$ cat src/pila_pkg.sv
`timescale 1ns / 1ps
// ---------------------------------------------------------------------------
// pila_pkg
// Shared widths, register indexes, fixed-point constants and the command and
// status types between the lux controller sequencer and its datapath.
// ---------------------------------------------------------------------------
package pila_pkg;

   // field and datapath widths
   localparam int LUX_W     = 16;
   localparam int GAIN_W    = 16;
   localparam int MODE_W    = 2;
   localparam int IDX_W     = 3;
   localparam int DUTY_W    = 8;
   localparam int ERR_W     = 18;  // difference of two Q10.6 values, signed
   localparam int INTEG_W   = 32;  // integral term, signed Q16.16
   localparam int KT_W      = 32;  // period * integral gain, unsigned
   localparam int MUL_A_W   = 33;
   localparam int MUL_B_W   = 18;
   localparam int PROD_W    = MUL_A_W + MUL_B_W;
   localparam int ACC_W     = 41;  // control sums before clamping

   // fixed-point alignment
   localparam int LUX_FRAC  = 6;   // Q10.6 fraction bits
   localparam int FF_SHIFT  = 24;  // whole lux to Q16.16 over a Q8.8 gain
   localparam int KI_SHIFT  = 14;  // Q.30 increment down to Q16.16
   localparam int KP_SHIFT  = 2;   // Q.14 proportional part up to Q16.16
   localparam int DUTY_LSB  = 16;  // integer part of Q16.16

   // feedforward divider
   localparam int QUOT_W    = LUX_W - LUX_FRAC + FF_SHIFT;
   localparam int REM_W     = GAIN_W + 1;
   localparam int DIV_CNT_W = $clog2(QUOT_W + 1);
   localparam logic [DIV_CNT_W-1:0] DIV_LAST = DIV_CNT_W'(QUOT_W - 1);

   // limits
   localparam logic signed [ACC_W-1:0]   U_TOP     = ACC_W'(255 * 65536);
   localparam logic signed [ACC_W-1:0]   INTEG_MAX = ACC_W'(64'sh7FFF_FFFF);
   localparam logic signed [ACC_W-1:0]   INTEG_MIN = -ACC_W'(64'sh8000_0000);
   localparam logic signed [ERR_W-1:0]   DEAD_ZONE = ERR_W'(64);
   localparam logic [DUTY_W-1:0]         DUTY_MAX  = DUTY_W'(255);

   // control law codes; code 3 runs as the decoupled law
   localparam logic [MODE_W-1:0] MODE_FF  = 2'd0;
   localparam logic [MODE_W-1:0] MODE_PI  = 2'd1;

   // register indexes
   localparam logic [IDX_W-1:0] REG_MODE   = 3'd0;
   localparam logic [IDX_W-1:0] REG_REF    = 3'd1;
   localparam logic [IDX_W-1:0] REG_FFG    = 3'd2;
   localparam logic [IDX_W-1:0] REG_KP     = 3'd3;
   localparam logic [IDX_W-1:0] REG_KI     = 3'd4;
   localparam logic [IDX_W-1:0] REG_PERIOD = 3'd5;

   // register reset values
   localparam logic [MODE_W-1:0] RST_MODE   = MODE_PI;
   localparam logic [LUX_W-1:0]  RST_REF    = 16'd0;
   localparam logic [GAIN_W-1:0] RST_FFG    = 16'd256;
   localparam logic [GAIN_W-1:0] RST_KP     = 16'd0;
   localparam logic [GAIN_W-1:0] RST_KI     = 16'd0;
   localparam logic [GAIN_W-1:0] RST_PERIOD = 16'd655;

   typedef enum logic [3:0] {
      OP_IDLE,
      OP_LOAD,
      OP_DIV_STEP,
      OP_MUL_KT,
      OP_MUL_KE,
      OP_MUL_P,
      OP_SUM,
      OP_TOTAL,
      OP_CLAMP,
      OP_FF
   } pila_op_type;

   typedef struct packed {
      pila_op_type op;
      logic        out_load;
   } pila_cmd_type;

   typedef struct packed {
      logic div_last;
   } pila_status_type;

   typedef struct packed {
      logic [MODE_W-1:0] mode;
      logic [LUX_W-1:0]  reference_lux;
      logic [GAIN_W-1:0] ff_gain;
      logic [GAIN_W-1:0] prop_gain;
      logic [GAIN_W-1:0] integ_gain;
      logic [GAIN_W-1:0] sample_period;
   } pila_cfg_type;

endpackage

$ cat src/pila_req_if.sv
`timescale 1ns / 1ps
// ---------------------------------------------------------------------------
// pila_req_if
// Sample channel: measured and simulated illuminance, valid/ready handshake.
// ---------------------------------------------------------------------------
interface pila_req_if;
   logic                       valid;
   logic                       ready;
   logic [pila_pkg::LUX_W-1:0] measured_lux;
   logic [pila_pkg::LUX_W-1:0] sim_lux;

   modport source (output valid, output measured_lux, output sim_lux, input ready);
   modport sink   (input valid, input measured_lux, input sim_lux, output ready);
endinterface

$ cat src/pila_rsp_if.sv
`timescale 1ns / 1ps
// ---------------------------------------------------------------------------
// pila_rsp_if
// Result channel: LED duty and limiter flags, valid/ready handshake.
// ---------------------------------------------------------------------------
interface pila_rsp_if;
   logic                        valid;
   logic                        ready;
   logic [pila_pkg::DUTY_W-1:0] duty;
   logic                        clamped_high;
   logic                        clamped_low;
   logic                        integral_held;

   modport source (output valid, output duty, output clamped_high,
                   output clamped_low, output integral_held, input ready);
   modport sink   (input valid, input duty, input clamped_high,
                   input clamped_low, input integral_held, output ready);
endinterface

$ cat src/pi_lux_controller_antiwindup.sv
`timescale 1ns / 1ps
// ---------------------------------------------------------------------------
// pi_lux_controller_antiwindup
// PI illuminance controller with feedforward and back-calculation anti-windup.
// ---------------------------------------------------------------------------
// One sample transaction in, one duty transaction out. Feedback mode makes
// three passes through one shared multiplier, two sums and the clamp before
// it loads the result into the output register. Decoupled mode first runs
// the bit-serial feedforward divider at one quotient bit per cycle;
// feedforward-only mode runs the divider and one result step. The next
// sample is accepted in the cycle after the result loads, while that result
// waits to be taken. The integral resets to zero; the user must write
// registers through the csr port only while no transaction is in flight
// (the block itself does not enforce this), and indexes past the last
// register are ignored.
module pi_lux_controller_antiwindup (
   input  logic                              clock,
   input  logic                              reset,
   pila_req_if.sink                          req_bus,
   pila_rsp_if.source                        rsp_bus,
   input  logic                              csr_we,
   input  logic [pila_pkg::IDX_W-1:0]        csr_index,
   input  logic [pila_pkg::LUX_W-1:0]        csr_wdata
);

   logic [pila_pkg::MODE_W-1:0] mode_ff;
   logic [pila_pkg::LUX_W-1:0]  reference_lux_ff;
   logic [pila_pkg::GAIN_W-1:0] ff_gain_ff;
   logic [pila_pkg::GAIN_W-1:0] prop_gain_ff;
   logic [pila_pkg::GAIN_W-1:0] integ_gain_ff;
   logic [pila_pkg::GAIN_W-1:0] sample_period_ff;

   pila_pkg::pila_cfg_type      cfg;
   pila_pkg::pila_cmd_type      cmd;
   pila_pkg::pila_status_type   status;

   // configuration registers
   always_ff @(posedge clock) begin
      if (reset) begin
         mode_ff          <= pila_pkg::RST_MODE;
         reference_lux_ff <= pila_pkg::RST_REF;
         ff_gain_ff       <= pila_pkg::RST_FFG;
         prop_gain_ff     <= pila_pkg::RST_KP;
         integ_gain_ff    <= pila_pkg::RST_KI;
         sample_period_ff <= pila_pkg::RST_PERIOD;
      end else if (csr_we) begin
         unique case (csr_index)
            pila_pkg::REG_MODE:   mode_ff          <= csr_wdata[pila_pkg::MODE_W-1:0];
            pila_pkg::REG_REF:    reference_lux_ff <= csr_wdata;
            pila_pkg::REG_FFG:    ff_gain_ff       <= csr_wdata;
            pila_pkg::REG_KP:     prop_gain_ff     <= csr_wdata;
            pila_pkg::REG_KI:     integ_gain_ff    <= csr_wdata;
            pila_pkg::REG_PERIOD: sample_period_ff <= csr_wdata;
            default: begin
            end
         endcase
      end
   end

   assign cfg.mode          = mode_ff;
   assign cfg.reference_lux = reference_lux_ff;
   assign cfg.ff_gain       = ff_gain_ff;
   assign cfg.prop_gain     = prop_gain_ff;
   assign cfg.integ_gain    = integ_gain_ff;
   assign cfg.sample_period = sample_period_ff;

   // sequencer
   pila_controller u_ctrl (
      .clock     (clock),
      .reset     (reset),
      .mode      (mode_ff),
      .req_valid (req_bus.valid),
      .req_ready (req_bus.ready),
      .rsp_valid (rsp_bus.valid),
      .rsp_ready (rsp_bus.ready),
      .status    (status),
      .cmd       (cmd)
   );

   // arithmetic
   pila_datapath u_dp (
      .clock             (clock),
      .reset             (reset),
      .cfg               (cfg),
      .cmd               (cmd),
      .req_measured_lux  (req_bus.measured_lux),
      .req_sim_lux       (req_bus.sim_lux),
      .status            (status),
      .rsp_duty          (rsp_bus.duty),
      .rsp_clamped_high  (rsp_bus.clamped_high),
      .rsp_clamped_low   (rsp_bus.clamped_low),
      .rsp_integral_held (rsp_bus.integral_held)
   );

endmodule

$ cat src/pila_datapath.sv
`timescale 1ns / 1ps
// ---------------------------------------------------------------------------
// pila_datapath
// Error registers, bit-serial feedforward divider, shared multiplier,
// control sums, back-calculation clamp, integral state and result register.
// ---------------------------------------------------------------------------
module pila_datapath (
   input  logic                          clock,
   input  logic                          reset,
   input  pila_pkg::pila_cfg_type        cfg,
   input  pila_pkg::pila_cmd_type        cmd,
   input  logic [pila_pkg::LUX_W-1:0]    req_measured_lux,
   input  logic [pila_pkg::LUX_W-1:0]    req_sim_lux,
   output pila_pkg::pila_status_type     status,
   output logic [pila_pkg::DUTY_W-1:0]   rsp_duty,
   output logic                          rsp_clamped_high,
   output logic                          rsp_clamped_low,
   output logic                          rsp_integral_held
);

   // error registers
   logic signed [pila_pkg::ERR_W-1:0]   e_ff, e_in;
   logic signed [pila_pkg::ERR_W-1:0]   epi_ff, epi_in;

   // divider
   logic [pila_pkg::QUOT_W-1:0]         quot_ff;
   logic [pila_pkg::REM_W-1:0]          rem_ff;
   logic [pila_pkg::DIV_CNT_W-1:0]      cnt_ff;
   logic [pila_pkg::GAIN_W-1:0]         divisor;
   logic [pila_pkg::REM_W-1:0]          rem_sh;
   logic                                div_ge;

   // multiplier and sums
   logic [pila_pkg::KT_W-1:0]           kt_ff;
   logic signed [pila_pkg::MUL_A_W-1:0] mul_a;
   logic signed [pila_pkg::MUL_B_W-1:0] mul_b;
   logic signed [pila_pkg::PROD_W-1:0]  mul_p;
   logic signed [pila_pkg::PROD_W-1:0]  prod_ff;
   logic signed [pila_pkg::ACC_W-1:0]   ui_ff, pf_ff, u_ff;
   logic signed [pila_pkg::ACC_W-1:0]   uff;

   // clamp
   logic signed [pila_pkg::ACC_W-1:0]   ui_new, u_sat;
   logic signed [pila_pkg::INTEG_W-1:0] integ_sat;
   logic signed [pila_pkg::INTEG_W-1:0] integral_ff;
   logic                                hi, lo, held, ff_over;

   // result and output registers
   logic [pila_pkg::DUTY_W-1:0]         res_duty_ff, rsp_duty_ff;
   logic                                res_high_ff, res_low_ff, res_held_ff;
   logic                                rsp_high_ff, rsp_low_ff, rsp_held_ff;

   // errors formed at accept
   always_comb begin
      e_in = signed'({2'b00, cfg.reference_lux}) - signed'({2'b00, req_measured_lux});
      if (cfg.mode == pila_pkg::MODE_PI) begin
         epi_in = e_in;
      end else begin
         epi_in = signed'({2'b00, req_sim_lux}) - signed'({2'b00, req_measured_lux});
      end
   end

   // restoring divider step, zero gain counts as one
   always_comb begin
      divisor = (cfg.ff_gain == '0) ? pila_pkg::GAIN_W'(1) : cfg.ff_gain;
      rem_sh  = {rem_ff[pila_pkg::REM_W-2:0], quot_ff[pila_pkg::QUOT_W-1]};
      div_ge  = rem_sh >= {1'b0, divisor};
   end

   assign status.div_last = (cnt_ff == pila_pkg::DIV_LAST);

   // feedforward term, absent in plain feedback mode
   assign uff = (cfg.mode == pila_pkg::MODE_PI) ? '0 :
                signed'(pila_pkg::ACC_W'(quot_ff));

   // shared multiplier operand select
   always_comb begin
      unique case (cmd.op)
         pila_pkg::OP_MUL_KT: begin
            mul_a = signed'(pila_pkg::MUL_A_W'(cfg.integ_gain));
            mul_b = signed'(pila_pkg::MUL_B_W'(cfg.sample_period));
         end
         pila_pkg::OP_MUL_KE: begin
            mul_a = signed'(pila_pkg::MUL_A_W'(kt_ff));
            mul_b = epi_ff;
         end
         pila_pkg::OP_MUL_P: begin
            mul_a = signed'(pila_pkg::MUL_A_W'(cfg.prop_gain));
            mul_b = epi_ff;
         end
         default: begin
            mul_a = '0;
            mul_b = '0;
         end
      endcase
      mul_p = mul_a * mul_b;
   end

   // saturation of the sum and back-calculated integral
   always_comb begin
      hi     = 1'b0;
      lo     = 1'b0;
      ui_new = ui_ff;
      u_sat  = u_ff;
      if (u_ff > pila_pkg::U_TOP) begin
         hi     = 1'b1;
         ui_new = pila_pkg::U_TOP - pf_ff;
         u_sat  = pila_pkg::U_TOP;
      end else if (u_ff < 0) begin
         lo     = 1'b1;
         ui_new = -pf_ff;
         u_sat  = '0;
      end
      if (ui_new > pila_pkg::INTEG_MAX) begin
         integ_sat = pila_pkg::INTEG_W'(pila_pkg::INTEG_MAX);
      end else if (ui_new < pila_pkg::INTEG_MIN) begin
         integ_sat = pila_pkg::INTEG_W'(pila_pkg::INTEG_MIN);
      end else begin
         integ_sat = pila_pkg::INTEG_W'(ui_new);
      end
      held    = (e_ff < pila_pkg::DEAD_ZONE) && (e_ff > -pila_pkg::DEAD_ZONE);
      ff_over = uff > pila_pkg::U_TOP;
   end

   // integral state
   always_ff @(posedge clock) begin
      if (reset) begin
         integral_ff <= '0;
      end else if (cmd.op == pila_pkg::OP_CLAMP && !held) begin
         integral_ff <= integ_sat;
      end
   end

   // working registers
   always_ff @(posedge clock) begin
      unique case (cmd.op)
         pila_pkg::OP_LOAD: begin
            e_ff    <= e_in;
            epi_ff  <= epi_in;
            quot_ff <= {cfg.reference_lux[pila_pkg::LUX_W-1:pila_pkg::LUX_FRAC],
                        {pila_pkg::FF_SHIFT{1'b0}}};
            rem_ff  <= '0;
            cnt_ff  <= '0;
         end
         pila_pkg::OP_DIV_STEP: begin
            rem_ff  <= div_ge ? rem_sh - {1'b0, divisor} : rem_sh;
            quot_ff <= {quot_ff[pila_pkg::QUOT_W-2:0], div_ge};
            cnt_ff  <= cnt_ff + 1'b1;
         end
         pila_pkg::OP_MUL_KT: begin
            kt_ff <= pila_pkg::KT_W'(mul_p);
         end
         pila_pkg::OP_MUL_KE: begin
            prod_ff <= mul_p;
         end
         pila_pkg::OP_MUL_P: begin
            // floor shift of the increment happens with the product of last cycle
            ui_ff   <= pila_pkg::ACC_W'(integral_ff)
                       + pila_pkg::ACC_W'(prod_ff >>> pila_pkg::KI_SHIFT);
            prod_ff <= mul_p;
         end
         pila_pkg::OP_SUM: begin
            pf_ff <= pila_pkg::ACC_W'(prod_ff <<< pila_pkg::KP_SHIFT) + uff;
         end
         pila_pkg::OP_TOTAL: begin
            u_ff <= pf_ff + ui_ff;
         end
         pila_pkg::OP_CLAMP: begin
            res_duty_ff <= u_sat[pila_pkg::DUTY_LSB +: pila_pkg::DUTY_W];
            res_high_ff <= hi;
            res_low_ff  <= lo;
            res_held_ff <= held;
         end
         pila_pkg::OP_FF: begin
            res_duty_ff <= ff_over ? pila_pkg::DUTY_MAX
                                   : quot_ff[pila_pkg::DUTY_LSB +: pila_pkg::DUTY_W];
            res_high_ff <= ff_over;
            res_low_ff  <= 1'b0;
            res_held_ff <= 1'b0;
         end
         default: begin
         end
      endcase
   end

   // output register
   always_ff @(posedge clock) begin
      if (cmd.out_load) begin
         rsp_duty_ff <= res_duty_ff;
         rsp_high_ff <= res_high_ff;
         rsp_low_ff  <= res_low_ff;
         rsp_held_ff <= res_held_ff;
      end
   end

   assign rsp_duty          = rsp_duty_ff;
   assign rsp_clamped_high  = rsp_high_ff;
   assign rsp_clamped_low   = rsp_low_ff;
   assign rsp_integral_held = rsp_held_ff;

endmodule

$ cat src/pila_controller.sv
`timescale 1ns / 1ps
// ---------------------------------------------------------------------------
// pila_controller
// Sequencer for one sample: divider run, three multiplies, sums, clamp or the
// feedforward result step, and the hand-off into the output register.
// ---------------------------------------------------------------------------
module pila_controller (
   input  logic                            clock,
   input  logic                            reset,
   input  logic [pila_pkg::MODE_W-1:0]     mode,
   input  logic                            req_valid,
   output logic                            req_ready,
   output logic                            rsp_valid,
   input  logic                            rsp_ready,
   input  pila_pkg::pila_status_type       status,
   output pila_pkg::pila_cmd_type          cmd
);

   typedef enum logic [3:0] {
      S_IDLE,
      S_DIV,
      S_MUL_KT,
      S_MUL_KE,
      S_MUL_P,
      S_SUM,
      S_TOTAL,
      S_CLAMP,
      S_FF,
      S_DONE
   } state_type;

   state_type state_ff;
   logic      rsp_valid_ff;
   logic      out_free;

   assign out_free  = !rsp_valid_ff || rsp_ready;
   assign req_ready = (state_ff == S_IDLE);
   assign rsp_valid = rsp_valid_ff;

   // command decode
   always_comb begin
      cmd.out_load = (state_ff == S_DONE) && out_free;
      unique case (state_ff)
         S_IDLE:   cmd.op = req_valid ? pila_pkg::OP_LOAD : pila_pkg::OP_IDLE;
         S_DIV:    cmd.op = pila_pkg::OP_DIV_STEP;
         S_MUL_KT: cmd.op = pila_pkg::OP_MUL_KT;
         S_MUL_KE: cmd.op = pila_pkg::OP_MUL_KE;
         S_MUL_P:  cmd.op = pila_pkg::OP_MUL_P;
         S_SUM:    cmd.op = pila_pkg::OP_SUM;
         S_TOTAL:  cmd.op = pila_pkg::OP_TOTAL;
         S_CLAMP:  cmd.op = pila_pkg::OP_CLAMP;
         S_FF:     cmd.op = pila_pkg::OP_FF;
         S_DONE:   cmd.op = pila_pkg::OP_IDLE;
         default:  cmd.op = pila_pkg::OP_IDLE;
      endcase
   end

   // state and result valid
   always_ff @(posedge clock) begin
      if (reset) begin
         state_ff     <= S_IDLE;
         rsp_valid_ff <= 1'b0;
      end else begin
         if (cmd.out_load) begin
            rsp_valid_ff <= 1'b1;
         end else if (rsp_ready) begin
            rsp_valid_ff <= 1'b0;
         end
         unique case (state_ff)
            S_IDLE: begin
               if (req_valid) begin
                  state_ff <= (mode == pila_pkg::MODE_PI) ? S_MUL_KT : S_DIV;
               end
            end
            S_DIV: begin
               if (status.div_last) begin
                  state_ff <= (mode == pila_pkg::MODE_FF) ? S_FF : S_MUL_KT;
               end
            end
            S_MUL_KT: state_ff <= S_MUL_KE;
            S_MUL_KE: state_ff <= S_MUL_P;
            S_MUL_P:  state_ff <= S_SUM;
            S_SUM:    state_ff <= S_TOTAL;
            S_TOTAL:  state_ff <= S_CLAMP;
            S_CLAMP:  state_ff <= S_DONE;
            S_FF:     state_ff <= S_DONE;
            S_DONE: begin
               if (out_free) begin
                  state_ff <= S_IDLE;
               end
            end
            default:  state_ff <= S_IDLE;
         endcase
      end
   end

endmodule

$ cat src/flat_wrapper.sv
// flat-port wrapper written by rule: the top's interface ports become plain ports
module pi_lux_controller_antiwindup_flat 
  (clock, reset, csr_we, csr_index, csr_wdata, req_bus_valid, req_bus_measured_lux, req_bus_sim_lux, req_bus_ready, rsp_bus_valid, rsp_bus_duty, rsp_bus_clamped_high, rsp_bus_clamped_low, rsp_bus_integral_held, rsp_bus_ready);
  pila_req_if req_bus_i ();
  pila_rsp_if rsp_bus_i ();
  input  logic clock;
  input  logic reset;
  input  logic csr_we;
  input  logic [pila_pkg::IDX_W-1:0] csr_index;
  input  logic [pila_pkg::LUX_W-1:0] csr_wdata;
  input wire logic [$bits(req_bus_i.valid)-1:0] req_bus_valid;
  input wire logic [$bits(req_bus_i.measured_lux)-1:0] req_bus_measured_lux;
  input wire logic [$bits(req_bus_i.sim_lux)-1:0] req_bus_sim_lux;
  output wire logic [$bits(req_bus_i.ready)-1:0] req_bus_ready;
  output wire logic [$bits(rsp_bus_i.valid)-1:0] rsp_bus_valid;
  output wire logic [$bits(rsp_bus_i.duty)-1:0] rsp_bus_duty;
  output wire logic [$bits(rsp_bus_i.clamped_high)-1:0] rsp_bus_clamped_high;
  output wire logic [$bits(rsp_bus_i.clamped_low)-1:0] rsp_bus_clamped_low;
  output wire logic [$bits(rsp_bus_i.integral_held)-1:0] rsp_bus_integral_held;
  input wire logic [$bits(rsp_bus_i.ready)-1:0] rsp_bus_ready;
  assign req_bus_i.valid = req_bus_valid;
  assign req_bus_i.measured_lux = req_bus_measured_lux;
  assign req_bus_i.sim_lux = req_bus_sim_lux;
  assign req_bus_ready = req_bus_i.ready;
  assign rsp_bus_valid = rsp_bus_i.valid;
  assign rsp_bus_duty = rsp_bus_i.duty;
  assign rsp_bus_clamped_high = rsp_bus_i.clamped_high;
  assign rsp_bus_clamped_low = rsp_bus_i.clamped_low;
  assign rsp_bus_integral_held = rsp_bus_i.integral_held;
  assign rsp_bus_i.ready = rsp_bus_ready;
  pi_lux_controller_antiwindup u_core (.clock(clock), .reset(reset), .req_bus(req_bus_i), .rsp_bus(rsp_bus_i), .csr_we(csr_we), .csr_index(csr_index), .csr_wdata(csr_wdata));
endmodule
$ cat config.mk
export PLATFORM = sky130hd
export DESIGN_NAME = pi_lux_controller_antiwindup_flat
export DESIGN_NICKNAME = d
export VERILOG_FILES = /design/src/pila_pkg.sv /design/src/pila_req_if.sv /design/src/pila_rsp_if.sv /design/src/pi_lux_controller_antiwindup.sv /design/src/pila_datapath.sv /design/src/pila_controller.sv /design/src/flat_wrapper.sv
export SDC_FILE = /design/constraint.sdc
export NUM_CORES = 2
export LEC_CHECK = 0
export BUFFER_PORTS_ARGS = -buffer_cell sky130_fd_sc_hd__buf_2
export CAP_MARGIN = 25
export CORE_ASPECT_RATIO = 1.2
export CORE_MARGIN = 2
export CORE_UTILIZATION = 35
export DETAILED_ROUTE_END_ITERATION = 8
export PLACE_DENSITY = 0.61
export REMOVE_ABC_BUFFERS = 1
export SETUP_SLACK_MARGIN = 0.05
export SLEW_MARGIN = 20
export SYNTH_ARGS = -nofsm -noshare
export SYNTH_HDL_FRONTEND = slang
export SYNTH_SLANG_ARGS = --single-unit
$ cat constraint.sdc
create_clock -name clock -period 8.75 [get_ports clock]
set_input_delay 1.3125 -clock clock [delete_from_list [all_inputs] [get_ports clock]]
set_output_delay 1.3125 -clock clock [all_outputs]
set_load 0.05 [all_outputs]
# ---- Word-level counts from Yosys, hierarchy flattened
# Cells that the tools add are included.
dict set report classes {
  add_sub_neg 9
  multipliers 1
  magnitude_cmp 8
  eq_ne 28
  muxes 33
  reduce_logical 22
}
# op n
set op_table {}
lappend op_table {{case mux 32 bit (3 select lines)} 1}
lappend op_table {{2-to-1 mux 41 bit} 2}
lappend op_table {{case mux 4 bit (9 select lines)} 2}
lappend op_table {{case mux 34 bit (2 select lines)} 1}
lappend op_table {{2-to-1 mux 32 bit} 2}
lappend op_table {{multiplier 33 x 18 -> 51 bit} 1}
lappend op_table {{2-to-1 mux 24 bit} 2}
lappend op_table {{adder 41 x 35 -> 41 bit} 1}
lappend op_table {{adder 41 bit} 1}
lappend op_table {{> comparator 41 x 25 -> 1 bit, second input constant} 1}
lappend op_table {{> comparator 41 x 32 -> 1 bit, second input constant} 1}
lappend op_table {{less-than comparator 41 x 1 -> 1 bit, second input constant} 1}
lappend op_table {{less-than comparator 41 x 32 -> 1 bit, second input constant} 1}
lappend op_table {{negator 41 bit} 1}
lappend op_table {{subtractor 25 x 41 -> 41 bit, first input constant} 1}
lappend op_table {{adder 32 x 37 -> 38 bit} 1}
lappend op_table {{case mux 18 bit (2 select lines)} 1}
lappend op_table {{> comparator 34 x 24 -> 1 bit, second input constant} 1}
lappend op_table {{2-to-1 mux 34 bit} 1}
lappend op_table {{subtractor 16 x 16 -> 17 bit} 2}
lappend op_table {{equality test 4 x 3 -> 1 bit, second input constant} 8}
lappend op_table {{2-to-1 mux 16 bit} 2}
lappend op_table {{case mux 16 bit (2 select lines)} 1}
lappend op_table {{> comparator 18 x 7 -> 1 bit, second input constant} 1}
lappend op_table {{other kinds (33)} 64}
dict set report totals {
  regBits 439
  inputBits 56
  out_inout_bits 13
  elab_cells 128
}

# ---- Longest topological paths before layout
dict set report logic_depth {
  ltp_word 6
  ltp_mapped 33
  ltp_nobuf 30
}

# ---- Modules after synthesis
# A second synthesis with hierarchy kept.
dict set report hier_totals {
  cells_unflattened 4735
  area_unflattened_um2 44224.9
}
# mod n_inst cells_each area_per_inst_um2 seq_area_each_um2
set by_module_without_submodules {}
lappend by_module_without_submodules {pila_datapath 1 4387 40573.9 10099.7}
lappend by_module_without_submodules {pi_lux_controller_antiwindup 1 299 3275.6 1641.6}
lappend by_module_without_submodules {pila_controller 1 49 375.4 100.1}

# ---- Worst setup path after synthesis
# Ideal clock, no wire load.
dict set report synth_path {
  kind {reg2reg}
  startpoint {reg u_core.u_ctrl.state_ff[0]}
  endpoint {reg u_core.u_dp.prod_ff[47] (netlist bit) (data pin)}
  setup_ns 0.262
  arrival_ns 9.235
  setup_slack_ns -0.747
  path_stages_with_launch 31
  synth_period_minus_slack_ns 9.497
  cell_sequence {dfxtp_1 > clkbuf_1 > nor2_1 > a21oi_1 > nor2_1 > clkbuf_1 > clkbuf_1 > a22oi_1 > nor2_1 > fa_1 > inv_1 > fa_1 > inv_1 > fa_1 > fa_1 > fa_1 > inv_1 > fa_1 > inv_1 > ha_1 > and4_1 > nand2_1 > nor3b_1 > o31ai_1 > o311ai_0 > a41o_1 > a21bo_2 > a311o_1 > a211oi_1 > a21oi_1 > xor2_1}
}
dict set report synth_via {
  elab_chain_cells 6
  elab_cells_between_ends 17
  classes_between {mul (1); eq/ne (11); mux (3); reduce/logical (2)}
}
# element line
set synth_lines {}
lappend synth_lines {{start: declaration} pila_controller.sv:32} ;# state_type state_ff;
lappend synth_lines {{start signal: assignment} pila_controller.sv:72} ;# state_ff <= (mode == pila_pkg::MODE_PI) ? S_MUL_KT : S_DIV;
lappend synth_lines {{start signal: assignment} pila_controller.sv:77} ;# state_ff <= (mode == pila_pkg::MODE_FF) ? S_FF : S_MUL_KT;
lappend synth_lines {{equality test 4 bit (tied with other cells)} pila_controller.sv:43} ;# unique case (state_ff)
lappend synth_lines {{case mux 4 bit (9 select lines) *} pila_controller.sv:43}
lappend synth_lines {{equality test 4 x 3 -> 1 bit} pila_datapath.sv:78} ;# unique case (cmd.op)
lappend synth_lines {{OR reduction 2 bit (no line)} n/a}
lappend synth_lines {{case mux 18 bit (2 select lines)} pila_datapath.sv:78}
lappend synth_lines {{multiplier 33 x 18 -> 51 bit *} pila_datapath.sv:96} ;# mul_p = mul_a * mul_b;
lappend synth_lines {{net u_core.u_dp.mul_p, one bit} pila_datapath.sv:37} ;# logic signed [pila_pkg::PROD_W-1:0] mul_p;
lappend synth_lines {{end signal: assignment} pila_datapath.sv:154} ;# prod_ff <= mul_p;
lappend synth_lines {{end signal: assignment} pila_datapath.sv:160} ;# prod_ff <= mul_p;
lappend synth_lines {{end: declaration} pila_datapath.sv:38} ;# logic signed [pila_pkg::PROD_W-1:0] prod_ff;
# Mark *: on every way through the listed nets, which the timed path passes. The rest lies on a longest branch.
# A chain may end at the register's enable or synchronous reset.

# ---- Worst setup path in the final report
dict set report layout_path {
  startpoint {reg u_core.u_ctrl.state_ff[3]}
  endpoint {reg u_core.u_dp.prod_ff[50] (netlist bit) (data pin)}
}
# The elaborated chain is that of the path after synthesis.

==> results.cfg <==
[floorplan]
start_util_pct = 35.3
dieArea_sq_um = 127000
rows = 141
die_w_um = 326
die_y_um = 390
core_area_sq_um = 123000
ios = 69

[setup_path]
crit_fanout = 36
critPathSlowestCell = fa_1
cp-end-kind = register
worst_ep_required_time_ns = 9.10
cp_slowest_stage_delay_ns = 0.60
r2r_slack_ns = 0.44
startpoint_type = register
cp.arrival_ns = 8.67
crit_type = reg2reg

[clock_tree]
ctsLongestPathBuffers = 3
post-cts-setup-buffers = 0
clkLatencyLatePin_ns = 0.62
cts_hold_buf = 0
clock-root-buffer = clkbuf_16
ctsResizeCount = 0
cts_made_buffers = 46
cts_tree = yes
htreeDepth = 2
clk_pin_slew_ns = 0.07
cts_sinks = 434

[timing]
whs_ns = 0.419
final.setup.tns_ns = 0
setup_ws_ns = 0.436
drv_slew = 0
period_needed_ns = 8.31
finClkSkew_ns = 0.0260
timing.fmax_ghz = 0.120
finalHoldViolations = 0
tightest_slew_ns = 0.978
rsz0062_at_grt = yes
max_slew_margin_pct = 34.2
period_share_pct = 95.0
setup_viol = 0

[global_routing]
grt_pass1_vias = 34563
grt_util_all_layers_pct = 20.1
grt_max_degree = 81
gr-total-overflow = 0
grt_antenna_before_repair = 2
grt_first_pass_wirelength_um = 199000

[place]
placed_cells = 6463
place_congestion = 0.970
dpl_worst_slack_ns = 0.328
dp_hpwl_um = 102000
port_buffers = 68

[yosys]
yosysSeqAreaShare_pct = 27.3
synthCells = 4813
synth-edff-count = 315
async_flop_share_pct = 0
ys.flop_type = edfxtp_1
avgSynthCellArea_sq_um = 9.03
synthesis.area_sq_um = 43500
synth_top_area_share_pct = 22.4
ys_types = 73
synth_top_area_cell = fa_1
yosysWarnings = 0
ys_seq_elements = 434
synth_area_leaders = fa_1 (22%), edfxtp_1 (22%), ha_1 (9.2%)

[finish]
syn2layout_area_growth_pct = 10.3
final_common_cell = nand2_1
seqCellArea_sq_um = 11800
fill_cells = 12276
layout_common_cells = nand2_1 (767), inv_1 (674), fa_1 (486), nor2_1 (454), ha_1 (319)
layout.cells.non_filler = 6553
drive_gt1_share_pct = 7.01
utilization_pct = 38.9
final_nets = 5731
multi_input_area_sq_um = 28500

[outcome]
outcome = finished, final reports clean

[drt]
dr.first_iter.drc_count = 2578
vias_per_cell = 5.22
wl_per_cell_um = 19.4
ant_nets = 0
first_pass_iters = 5
via_count = 34178
drc = 0
routed_wl_um = 127000

[power_and_ir_drop]
vdd_drop_max_mv = 0.168
p_leak_uw = 0.0210
powerDensity_nw_per_um2 = 175

[job]
maxCapViolations = 0

[min_path]
hold_class = reg2reg
==> worst paths after layout <==
check,start,to,cells after the start
hold / removal,u_core.u_dp.res_duty_ff[1],u_core.u_dp.rsp_duty[1],0
setup reg to reg,u_core.u_ctrl.state_ff[3],u_core.u_dp.prod_ff[50],31
setup / recovery,u_core.u_ctrl.state_ff[3],u_core.u_dp.prod_ff[50],31
hold reg to reg,u_core.u_dp.res_duty_ff[1],u_core.u_dp.rsp_duty[1],0
==> Yosys cell counts, types with 8 or more instances <==
cell type	instances
nand4_1	29
and3_1	60
a21boi_0	20
o31ai_1	17
clkbuf_1	166
nand2_1	767
nor2_1	459
mux2i_1	16
a211oi_2	21
xor2_1	81
or3_1	23
o21a_1	32
nor4_1	36
o21ai_0	142
nand3_1	61
a211oi_1	30
o31a_1	11
dfxtp_1	119
or2_2	8
edfxtp_1	315
nand2b_1	42
a22o_1	17
ha_1	319
buf_1	11
a31oi_1	18
inv_1	674
o21bai_1	21
a22oi_1	16
nand3b_1	10
and2_1	62
fa_1	486
o211ai_1	22
a21o_1	76
nor3_1	73
nor2b_1	35
xnor2_1	144
a21oi_1	259
==> critical path, delay by kind of cell (launching register included) <==
kind | cells | cell delay [ns]
fa+ha+maj | 7 | 3.20
compound gates | 9 | 2.07
buf+inv | 10 | 1.54
simple gates | 4 | 0.74
flops | 1 | 0.34
xor+xnor | 1 | 0.13
==> per-layer routing <==
metal | vias to the layer above | GRT usage (%) | part of all wire, %
met5 | - | 0 | 0.010
met4 | 2 | 7.60 | 4.3
met2 | 1095 | 34.4 | 48
met1 | 16868 | 25.9 | 42
met3 | 227 | 2.34 | 6.1
li1 | 15986 | - | -
==> state kept, by name (all words and copies together) (netlist names), 2 cells and up <==
register                 cells
u_core.u_dp.prod_ff         51
u_core.u_dp.pf_ff           41
u_core.u_dp.u_ff            41
u_core.u_dp.ui_ff           38
u_core.u_dp.quot_ff         34
u_core.u_dp.integral_ff     32
u_core.u_dp.kt_ff           32
u_core.u_dp.e_ff            17
u_core.u_dp.epi_ff          17
u_core.ff_gain_ff           16
u_core.integ_gain_ff        16
u_core.prop_gain_ff         16
u_core.reference_lux_ff     16
u_core.sample_period_ff     16
u_core.u_dp.rem_ff          16
u_core.u_dp.res_duty_ff      8
u_core.u_dp.rsp_duty         8
u_core.u_dp.cnt_ff           6
u_core.u_ctrl.state_ff       4
u_core.mode_ff               2
==> cell type report <==
type	count	share of cell area, %
multi-input cells	3518	59.4
flip-flops and latches	434	24.7
inverters	676	5.30
well taps	1644	4.29
repair buffers	194	2.96
clock buffers	53	2.52
clock inverters	33	0.760
diodes	1	0.00522
==> stage by stage <==
stage          total power (uW)  area [sq um]
2_1_floorplan              5020         42700
3_3_place_gp               6280         46200
3_5_place_dp               6320         46300
4_1_cts                    8400         47800
5_1_grt                    8860         47900
6_report                   8380         47900
==> power breakdown <==
part / leakage [uW] / internal [uW] / switching, uW
clock: 0.000741 / 1140 / 911
sequential: 0.00390 / 2740 / 277
combinational: 0.0163 / 1120 / 2190
total: 0.0210 / 5000 / 3380
==> cells by family (layout without fill, tap and decap cells) <==
kind of cell               Yosys count  after routing  share of synthesized area [%]
other                                0              1                              0
buffers and inverters              861            956                           7.47
adders and majority gates          805            805                           31.6
DFF                                434            434                           27.3
and+or+nand+nor                   1700           1700                           17.2
muxes                               18             18                          0.420
AOI/OAI and AO/OA                  770            770                           11.5
xor gates and xnor gates           225            225                           4.54
No activity file was read; power rests on OpenSTA's default activity.
